===== config.mk =====
export PLATFORM = sky130hd
export DESIGN_NAME = sorted_priority_queue_unit
export DESIGN_NICKNAME = d
export VERILOG_FILES = /design/src/hdl/spq_pkg.sv /design/src/hdl/spq_cell.sv /design/src/hdl/sorted_priority_queue_unit.sv
export VERILOG_INCLUDE_DIRS = /design/src /design/src/hdl
export SDC_FILE = /design/constraint.sdc
export NUM_CORES = 1
export LEC_CHECK = 0
export ABC_AREA = 0
export BUFFER_PORTS_ARGS = -buffer_cell sky130_fd_sc_hd__buf_4
export CAP_MARGIN = 30
export CORE_ASPECT_RATIO = 1.25
export CORE_MARGIN = 3
export CORE_UTILIZATION = 50
export DETAILED_ROUTE_END_ITERATION = 6
export PLACE_DENSITY = 0.65
export SLEW_MARGIN = 20
export SYNTH_ARGS = -nofsm -noshare
export SYNTH_HDL_FRONTEND = slang
export SYNTH_SLANG_ARGS = --single-unit

===== constraint.sdc =====
create_clock -name aclk -period 21.8 [get_ports aclk]
set_input_delay 4.36 -clock aclk [delete_from_list [all_inputs] [get_ports aclk]]
set_output_delay 4.36 -clock aclk [all_outputs]
set_load 0.02 [all_outputs]

===== src/hdl/sorted_priority_queue_unit_macros.svh =====
// ----------------------------------------------------------------------------
// Assertion macros for the sorted priority queue unit.
// The including module must provide aclk and aresetn.
// ----------------------------------------------------------------------------
`ifndef SORTED_PRIORITY_QUEUE_UNIT_MACROS_SVH
`define SORTED_PRIORITY_QUEUE_UNIT_MACROS_SVH

// Same-cycle implication, checked outside reset.
`define SPQ_ASSERT_SAME(label, ante, cons, msg) \
    label: assert property (@(posedge aclk) disable iff (!aresetn) (ante) |-> (cons)) \
        else $error(msg);

// Next-cycle implication, checked outside reset.
`define SPQ_ASSERT_NEXT(label, ante, cons, msg) \
    label: assert property (@(posedge aclk) disable iff (!aresetn) (ante) |=> (cons)) \
        else $error(msg);

`endif


===== src/hdl/spq_pkg.sv =====
`timescale 1ns / 1ps
// ----------------------------------------------------------------------------
// spq_pkg
// Shared widths, command codes, status codes and the cell control struct.
// ----------------------------------------------------------------------------
package spq_pkg;

    localparam int DATA_W = 32;
    localparam int PRIO_W = 16;
    localparam int OCC_W  = 4;

    localparam logic CMD_ENQ = 1'b0;
    localparam logic CMD_DEQ = 1'b1;

    typedef enum logic [1:0] {
        ST_ENQUEUED  = 2'd0,
        ST_DEQUEUED  = 2'd1,
        ST_OVERFLOW  = 2'd2,
        ST_UNDERFLOW = 2'd3
    } spq_status_t;

    // Per-cycle strobes broadcast to every cell.
    typedef struct packed {
        logic enq;
        logic deq;
    } spq_ctrl_t;

endpackage


===== src/hdl/spq_cell.sv =====
`timescale 1ns / 1ps
// ----------------------------------------------------------------------------
// spq_cell
// One slot of the sorted chain: holds an entry and moves it to a neighbor.
// ----------------------------------------------------------------------------
module spq_cell
    import spq_pkg::*;
(
    input  logic              aclk,
    input  spq_ctrl_t         ctrl,
    input  logic              occupied,
    input  logic [DATA_W-1:0] new_data,
    input  logic [PRIO_W-1:0] new_prio,
    input  logic              prev_after,
    input  logic [DATA_W-1:0] prev_data,
    input  logic [PRIO_W-1:0] prev_prio,
    input  logic [DATA_W-1:0] next_data,
    input  logic [PRIO_W-1:0] next_prio,
    output logic              after,
    output logic [DATA_W-1:0] data,
    output logic [PRIO_W-1:0] prio
);

    logic [DATA_W-1:0] data_reg;
    logic [PRIO_W-1:0] prio_reg;

    // The new entry goes behind this one when it holds an equal or better priority.
    assign after = occupied && ($signed(prio_reg) <= $signed(new_prio));
    assign data  = data_reg;
    assign prio  = prio_reg;

    always_ff @(posedge aclk) begin
        if (ctrl.enq && !after) begin
            if (prev_after) begin
                data_reg <= new_data;
                prio_reg <= new_prio;
            end else begin
                data_reg <= prev_data;
                prio_reg <= prev_prio;
            end
        end else if (ctrl.deq) begin
            data_reg <= next_data;
            prio_reg <= next_prio;
        end
    end

endmodule


===== src/hdl/sorted_priority_queue_unit.sv =====
`timescale 1ns / 1ps
// ----------------------------------------------------------------------------
// sorted_priority_queue_unit
// Min priority queue kept sorted in a chain of cells, one word per cycle while m_tready is high.
// ----------------------------------------------------------------------------
// Usage: each input word on the s_ channel is one command. s_tuser selects
// enqueue or dequeue; s_tdata carries the data and priority of a new entry.
// Every accepted word produces exactly one result word on the m_ channel
// with a status code in m_tuser and the dequeued entry plus the occupancy
// in m_tdata. Lower priority values leave first; equal priorities leave in
// arrival order.
// Timing: the result is registered and appears in the cycle after acceptance.
// Throughput: one command per cycle while m_tready is high. All cells
// compare against the new priority in parallel and shift in the same cycle,
// so the chain updates once per clock regardless of where the entry lands.
// Reset: aresetn clears the occupancy and the result valid flag; the queue
// is empty afterwards and can take a command as soon as reset is released.
// Stalls: the result register holds its word while m_tready is low, and
// s_tready drops until that word leaves; it rises in the same cycle the
// receiver takes the word, so no bubble is added.
// ----------------------------------------------------------------------------
module sorted_priority_queue_unit
    import spq_pkg::*;
#(
    parameter int DEPTH = 8
) (
    input  logic        aclk,
    input  logic        aresetn,
    // Input words.
    input  logic        s_tvalid,
    output logic        s_tready,
    input  logic [47:0] s_tdata,   // [31:0] in_data, [47:32] in_priority
    input  logic [0:0]  s_tuser,   // [0] cmd
    // Result words.
    output logic        m_tvalid,
    input  logic        m_tready,
    output logic [55:0] m_tdata,   // [31:0] out_data, [47:32] out_priority,
                                   // [51:48] occupancy, [55:52] zero
    output logic [1:0]  m_tuser    // [1:0] status
);

    `include "sorted_priority_queue_unit_macros.svh"

    localparam int CW = $clog2(DEPTH + 1);

    // Unpacked input word.
    logic              cmd;
    logic [DATA_W-1:0] in_data;
    logic [PRIO_W-1:0] in_prio;

    assign cmd     = s_tuser[0];
    assign in_data = s_tdata[DATA_W-1:0];
    assign in_prio = s_tdata[DATA_W+PRIO_W-1:DATA_W];

    // Control state.
    logic [CW-1:0] count_reg, count_next;
    logic          m_valid_reg;

    // Result payload register.
    logic [55:0] m_tdata_reg, m_tdata_next;
    logic [1:0]  m_tuser_reg, m_tuser_next;

    logic accept;
    logic full;
    logic empty;
    spq_ctrl_t ctrl;

    assign s_tready = !m_valid_reg || m_tready;
    assign accept   = s_tvalid && s_tready;
    assign full     = (count_reg == CW'(DEPTH));
    assign empty    = (count_reg == '0);

    assign ctrl.enq = accept && (cmd == CMD_ENQ) && !full;
    assign ctrl.deq = accept && (cmd == CMD_DEQ) && !empty;

    // Cell chain. Cell 0 is the front of the queue.
    logic [DATA_W-1:0] cell_data  [DEPTH];
    logic [PRIO_W-1:0] cell_prio  [DEPTH];
    logic              cell_after [DEPTH];

    for (genvar i = 0; i < DEPTH; i++) begin : g_cell
        logic              prev_after;
        logic [DATA_W-1:0] prev_data;
        logic [PRIO_W-1:0] prev_prio;
        logic [DATA_W-1:0] next_data;
        logic [PRIO_W-1:0] next_prio;
        logic              occupied;

        // A slot is live when its index is below the entry count.
        assign occupied = (count_reg > CW'(i));

        if (i == 0) begin : g_front
            assign prev_after = 1'b1;
            assign prev_data  = in_data;
            assign prev_prio  = in_prio;
        end else begin : g_body
            assign prev_after = cell_after[i-1];
            assign prev_data  = cell_data[i-1];
            assign prev_prio  = cell_prio[i-1];
        end

        if (i == DEPTH - 1) begin : g_tail
            assign next_data = cell_data[i];
            assign next_prio = cell_prio[i];
        end else begin : g_inner
            assign next_data = cell_data[i+1];
            assign next_prio = cell_prio[i+1];
        end

        spq_cell u_cell (
            .aclk       (aclk),
            .ctrl       (ctrl),
            .occupied   (occupied),
            .new_data   (in_data),
            .new_prio   (in_prio),
            .prev_after (prev_after),
            .prev_data  (prev_data),
            .prev_prio  (prev_prio),
            .next_data  (next_data),
            .next_prio  (next_prio),
            .after      (cell_after[i]),
            .data       (cell_data[i]),
            .prio       (cell_prio[i])
        );
    end

    // Next count and the result word for the command being accepted.
    always_comb begin
        logic [DATA_W-1:0] r_data;
        logic [PRIO_W-1:0] r_prio;
        spq_status_t       r_status;

        count_next = count_reg;
        r_data     = '0;
        r_prio     = '0;
        r_status   = ST_ENQUEUED;

        if (cmd == CMD_ENQ) begin
            if (full) begin
                r_status = ST_OVERFLOW;
            end else begin
                r_status   = ST_ENQUEUED;
                count_next = count_reg + CW'(1);
            end
        end else begin
            if (empty) begin
                // Underflow reports all ones in both fields.
                r_status = ST_UNDERFLOW;
                r_data   = '1;
                r_prio   = '1;
            end else begin
                r_status   = ST_DEQUEUED;
                r_data     = cell_data[0];
                r_prio     = cell_prio[0];
                count_next = count_reg - CW'(1);
            end
        end

        m_tdata_next = {4'b0000, OCC_W'(count_next), r_prio, r_data};
        m_tuser_next = r_status;
    end

    always_ff @(posedge aclk) begin
        if (!aresetn) begin
            count_reg   <= '0;
            m_valid_reg <= 1'b0;
        end else begin
            if (accept) begin
                count_reg <= count_next;
            end
            if (accept) begin
                m_valid_reg <= 1'b1;
            end else if (m_tready) begin
                m_valid_reg <= 1'b0;
            end
        end
    end

    always_ff @(posedge aclk) begin
        if (accept) begin
            m_tdata_reg <= m_tdata_next;
            m_tuser_reg <= m_tuser_next;
        end
    end

    assign m_tvalid = m_valid_reg;
    assign m_tdata  = m_tdata_reg;
    assign m_tuser  = m_tuser_reg;

    // The entry count never exceeds the number of cells.
    `SPQ_ASSERT_SAME(a_count_bound, 1'b1, count_reg <= CW'(DEPTH), "count above depth")

    // A rejected enqueue leaves the queue as it was.
    `SPQ_ASSERT_NEXT(a_overflow_keeps, accept && (cmd == CMD_ENQ) && full,
                     (count_reg == $past(count_reg)) && (m_tuser == ST_OVERFLOW),
                     "overflow changed the queue")

    // A dequeue on an empty queue reports underflow with all-ones payload.
    `SPQ_ASSERT_NEXT(a_underflow_word, accept && (cmd == CMD_DEQ) && empty,
                     (m_tuser == ST_UNDERFLOW) && (m_tdata[47:0] == '1),
                     "bad underflow word")

    // The count only moves when a command is accepted.
    `SPQ_ASSERT_NEXT(a_count_idle, !accept, count_reg == $past(count_reg),
                     "count moved without a command")

    // The reported occupancy matches the count left behind.
    `SPQ_ASSERT_SAME(a_occ_match, m_tvalid, m_tdata[51:48] == OCC_W'(count_reg),
                     "occupancy mismatch")

endmodule

Yosys cells after proc, flatten, opt, wreduce, memory -nomap -nowiden
Index checks and enable logic that the tools add are counted.
{"block": "classes", "n_addsub": 2, "n_lt_le_gt_ge": 16, "n_eq_ne": 1, "muxes": 52, "n_bitwise": 1, "reduce_logical": 42}
{"operator": "$mux 32", "count": 22}
{"operator": "$mux 16", "count": 22}
{"operator": "$le 16x16->1", "count": 8}
{"operator": "$logic_and 1x1->1", "count": 21}
{"operator": "$gt 4x3->1 const B", "count": 4}
{"operator": "$reduce_bool 2->1", "count": 8}
{"operator": "$mux 4", "count": 3}
{"operator": "$logic_not 1->1", "count": 11}
{"operator": "$gt 4x1->1 const B", "count": 2}
{"operator": "$gt 4x2->1 const B", "count": 2}
{"operator": "$mux 2", "count": 3}
{"operator": "$add 4x1->4 const B", "count": 1}
{"operator": "$eq 4x4->1 const B", "count": 1}
{"operator": "$logic_not 4->1", "count": 1}
{"operator": "$sub 4x1->4 const B", "count": 1}
{"operator": "$mux 1", "count": 2}
{"operator": "$logic_or 1x1->1", "count": 1}
{"operator": "$not 1->1", "count": 1}
{"block": "word_totals", "register_bits": 443, "in_bits": 53, "out_inout_bits": 60, "elab_cells": 135}

Longest topological paths before layout
{"block": "depth", "word_depth": 7, "ltp_mapped": 12}

Cells and area by module
A second synthesis with hierarchy kept.
{"block": "unflattened", "cells_unflattened": 1939, "hier_area_um2": 27203.6}
{"module": "spq_cell (g_cell[0].u_cell ...)", "instances": 4, "cells_per_inst": 221, "area_per_inst_um2": 3120.5}
{"module": "spq_cell (g_cell[4].u_cell ...)", "instances": 4, "cells_per_inst": 218, "area_per_inst_um2": 3041.7}
{"module": "sorted_priority_queue_unit", "instances": 1, "cells_per_inst": 183, "area_per_inst_um2": 2555.0}

Least setup slack after synthesis
No wires, ideal clock.
{"block": "synth_path", "path_type": "input to register", "startpoint": "input s_tdata[47]", "endpoint": "register g_cell[3].u_cell.data_reg[0] (enable)", "setup_ns": 0.520, "t_arrival_ns": 9.484, "setup_slack_ns": 11.796, "stages": 10, "path_buffers": 2, "cell_sequence": "inv_1 > ha_1 > nand4_1 > or2_2 > a211o_1 > nand4_1 > a21oi_1 > buf_2 > buf_2 > o21ai_0"}
{"block": "synth_via", "elab_chain_len": 5}
{"item": "from (decl)", "line_no": "sorted_priority_queue_unit.sv:32", "text": "input logic [47:0] s_tdata,"}
{"item": "$le 16x16->1", "line_no": "spq_cell.sv:28", "text": "assign after = occupied && ($signed(prio_reg) <= $signed(new_prio));"}
{"item": "$logic_and 1x1->1", "line_no": "spq_cell.sv:28"}
{"item": "$logic_not 1->1", "line_no": "spq_cell.sv:33", "text": "if (ctrl.enq && !after) begin"}
{"item": "$logic_and 1x1->1", "line_no": "spq_cell.sv:33"}
{"item": "$reduce_bool 2->1 (no source line)"}
{"item": "to (signal assigned)", "line_no": "spq_cell.sv:35", "text": "data_reg <= new_data;"}
{"item": "to (signal assigned)", "line_no": "spq_cell.sv:38", "text": "data_reg <= prev_data;"}
{"item": "to (signal assigned)", "line_no": "spq_cell.sv:42", "text": "data_reg <= next_data;"}
{"item": "to (decl)", "line_no": "spq_cell.sv:24", "text": "logic [DATA_W-1:0] data_reg;"}
No other way between the ends.
A chain may end at the register's enable or synchronous reset.

Worst setup path in the final report
{"block": "layout_path", "startpoint": "input m_tready", "endpoint": "output s_tready"}
{"block": "layout_via", "elab_chain_len": 1}
{"item": "from (decl)", "line_no": "sorted_priority_queue_unit.sv:36", "text": "input logic m_tready,"}
{"item": "$logic_or 1x1->1", "line_no": "sorted_priority_queue_unit.sv:68", "text": "assign s_tready = !m_valid_reg || m_tready;"}
{"item": "to (decl)", "line_no": "sorted_priority_queue_unit.sv:31", "text": "output logic s_tready,"}
No other way between the ends.

==> flow_metrics.py <==
metrics = {
    "yosys": {
        "mappedNetlistArea_sq_um": 24900,
        "synth_seq_area_share_pct": 53.2,
        "ys_ff_latch": 443,
        "synth_cell_types": 62,
        "synth_warnings": 0,
        "synth_enable_flop_cells": 438,
        "synth_cells": 2028,
        "async_reset_ff_share_pct": 0,
        "postSynthAreaPerCell_sq_um": 12.3,
        "synthFlopType": "edfxtp_1",
    },
    "global_route": {
        "antenna_found_initial": 2,
        "grt_pass1_vias": 18300,
        "grt-ovfl-total": 0,
        "grt_max_degree": 76,
        "grt_first_pass_wirelength_mm": 115,
        "grt_usage_pct": 28.9,
    },
    "die": {
        "fp.coreArea_sq_um": 48800,
        "fp.dieArea_sq_um": 52600,
        "rows": 90,
        "initial_utilization_pct": 51.1,
        "ios": 113,
        "die_x_microns": 206,
        "die_height_microns": 256,
    },
    "timing": {
        "slew_viol_final": 0,
        "fin_skew_ns": 0.0277,
        "period_needed_ns": 9.16,
        "hold_violations": 0,
        "rsz0062_at_grt": "false",
        "tightestPinTransition_ns": 1.07,
        "timing.final.crit_share_pct": 42.0,
        "setup_tns_ns": 0,
        "setup_viol_count_final": 0,
        "max_freq_mhz": 109,
        "slew-limit-headroom_pct": 28.8,
    },
    "cts": {
        "cts_hold_buf": 0,
        "clk_pin_slew_ns": 0.05,
        "cts_tree": "built",
        "cts_setup_buffers": 0,
        "post_cts_resized": 0,
        "clk_latency_ns": 0.60,
        "h-tree-depth": 2,
        "cts_root_buf": "clkbuf_16",
        "cts_inserted_buffers": 47,
        "clock-sinks": 443,
        "cts_max_path_buffers": 3,
    },
    "critical_path": {
        "cp-end-kind": "output pin",
        "r2r_start": "g_cell[2].u_cell.prio[14]$_DFFE_PP_",
        "rrSetupSlack_ns": 17.56,
        "critical_path_class": "in -> out",
        "required_ns": 17.44,
        "arrival_ns": 4.80,
        "reg2reg_to": "g_cell[2].u_cell.prio[11]$_DFFE_PP_",
        "r2r_cells": 9,
        "startpoint_type": "input port",
        "critPathMaxFanout": 3,
    },
    "power": {
        "p_leak_nw": 10.4,
        "power_density_nw_per_um2": 90.8,
        "irDropWorstVdd_v": 0.0000621,
    },
    "cells_and_area": {
        "fin_cells": 2746,
        "area_growth_pct": 11.8,
        "layout_common_cells": "edfxtp_1 (438), mux2_2 (260), o21ai_0 (219)",
        "layout-drive-gt1-share_pct": 24.3,
        "final_common_cell": "edfxtp_1",
        "largest_register_ffs": 256,
        "finalInstanceArea_sq_um": 27900,
        "fin_nets": 2255,
    },
    "route": {
        "route.met3.wl_mm": 5.36,
        "drcViolationCount": 0,
        "drt_pass1_iterations": 5,
        "routed_via_density": 6.52,
        "postRouteAntennaNets": 0,
        "met1_length_mm": 29.9,
        "dr.first_iter.drc_count": 1583,
        "routed_wl_mm": 76.9,
        "dr_wl_met2_mm": 38.7,
        "top_layer": "met4",
        "vias": 17900,
        "avgRoutedWirePerCell_microns": 28.0,
    },
    "placed_design": {
        "gp_congestion": 0.895,
        "placedCellCount": 2664,
        "port_buffers": 108,
        "place_hpwl_mm": 46.6,
        "dpl_cell_area_sq_um": 26400,
    },
    "run_status": {
        "status": "completed",
    },
    "flow_run": {
        "maxCapViolations": 0,
    },
    "worst_hold_path": {
        "min_from": "m_tvalid$_SDFFE_PN0P_",
        "hold_end": "m_tvalid$_SDFFE_PN0P_",
        "hp-class": "reg -> reg",
        "hold_depth": 2,
    },
}
[cell families after synthesis]
group	share of synthesized area, %
AOI/OAI and AO/OA	15.0
and+or+nand+nor	5.60
xor gates and xnor gates	0.105
buffers and inverters	3.32
adders and majority gates	6.63
DFF	53.2
other	0.0151
muxes	16.2
[stage by stage]
step / hold slack (ns) / setup slack (ns) / utilization (%) / power [mW]
2_1_floorplan: 0.515 / 11.80 / - / 1.53
3_3_place_gp: 0.535 / 12.63 / 53.9 / 1.73
3_5_place_dp: 0.544 / 12.63 / 54.1 / 1.75
4_1_cts: 0.549 / 12.63 / 57.1 / 2.54
5_1_grt: 0.580 / 12.62 / 57.1 / 2.63
6_report: 0.549 / 12.64 / 57.1 / 2.53
[layout make-up]
type | instances | area [sq um]
fillers | 4045 | 20900
flip-flops and latches | 443 | 13300
multi-input cells | 1394 | 11000
clock buffers | 56 | 1210
repair buffers | 146 | 1170
well taps | 644 | 806
clock inverters | 23 | 246
inverters | 38 | 143
diodes | 2 | 5.00
[routing by layer]
metal	global-route usage, %	vias up
met4	11.5	0
li1	-	7977
met2	49.6	806
met5	0	-
met3	4.43	165
met1	36.5	8966
[Yosys cell counts, types with 5 or more instances]
cell	instances	share of area [%]
nor4_1	6	0.15
o21ai_0	221	4.4
nor2b_1	15	0.38
nand3_1	53	1.1
buf_4	12	0.36
a21o_1	17	0.51
nand2b_1	11	0.28
buf_2	31	0.62
nand4_1	27	0.68
o211ai_1	8	0.24
edfxtp_1	438	53
nor2_1	22	0.33
clkbuf_1	102	1.5
mux2i_1	98	3.9
dfxtp_1	5	0.40
a31oi_1	56	1.4
a21oi_1	100	2.0
a311oi_1	49	1.7
a2bb2oi_1	52	1.8
mux2_4	8	0.48
ha_1	132	6.6
o21a_1	58	1.7
buf_1	8	0.12
mux2_2	260	12
nand2_1	142	2.1
inv_1	38	0.57
[worst max path at each step]
stage / startpoint / to / slack, ns / cells after the start
floorplan: s_tdata[47] / g_cell[3].u_cell.data[0]$_DFFE_PP_ / 11.80 / 10
global placement: m_tready / s_tready / 12.63 / 3
detailed placement: m_tready / s_tready / 12.63 / 3
CTS: m_tready / s_tready / 12.63 / 3
global route: m_tready / s_tready / 12.62 / 3
finish: m_tready / s_tready / 12.64 / 3
[worst max-delay path: stages]
cell and delay, ns:
buf_4 0.11, nand2b_1 0.16, buf_4 0.17
[power by group]
| part | total [mW] | leakage (nW) | internal [mW] | switching [mW] |
|---|---|---|---|---|
| sequential | 1.14 | 4.17 | 1.08 | 0.0619 |
| clock | 0.789 | 0.707 | 0.443 | 0.346 |
| combinational | 0.598 | 5.56 | 0.224 | 0.374 |
| total | 2.53 | 10.4 | 1.75 | 0.781 |
Power figures use the tool's default switching activity.
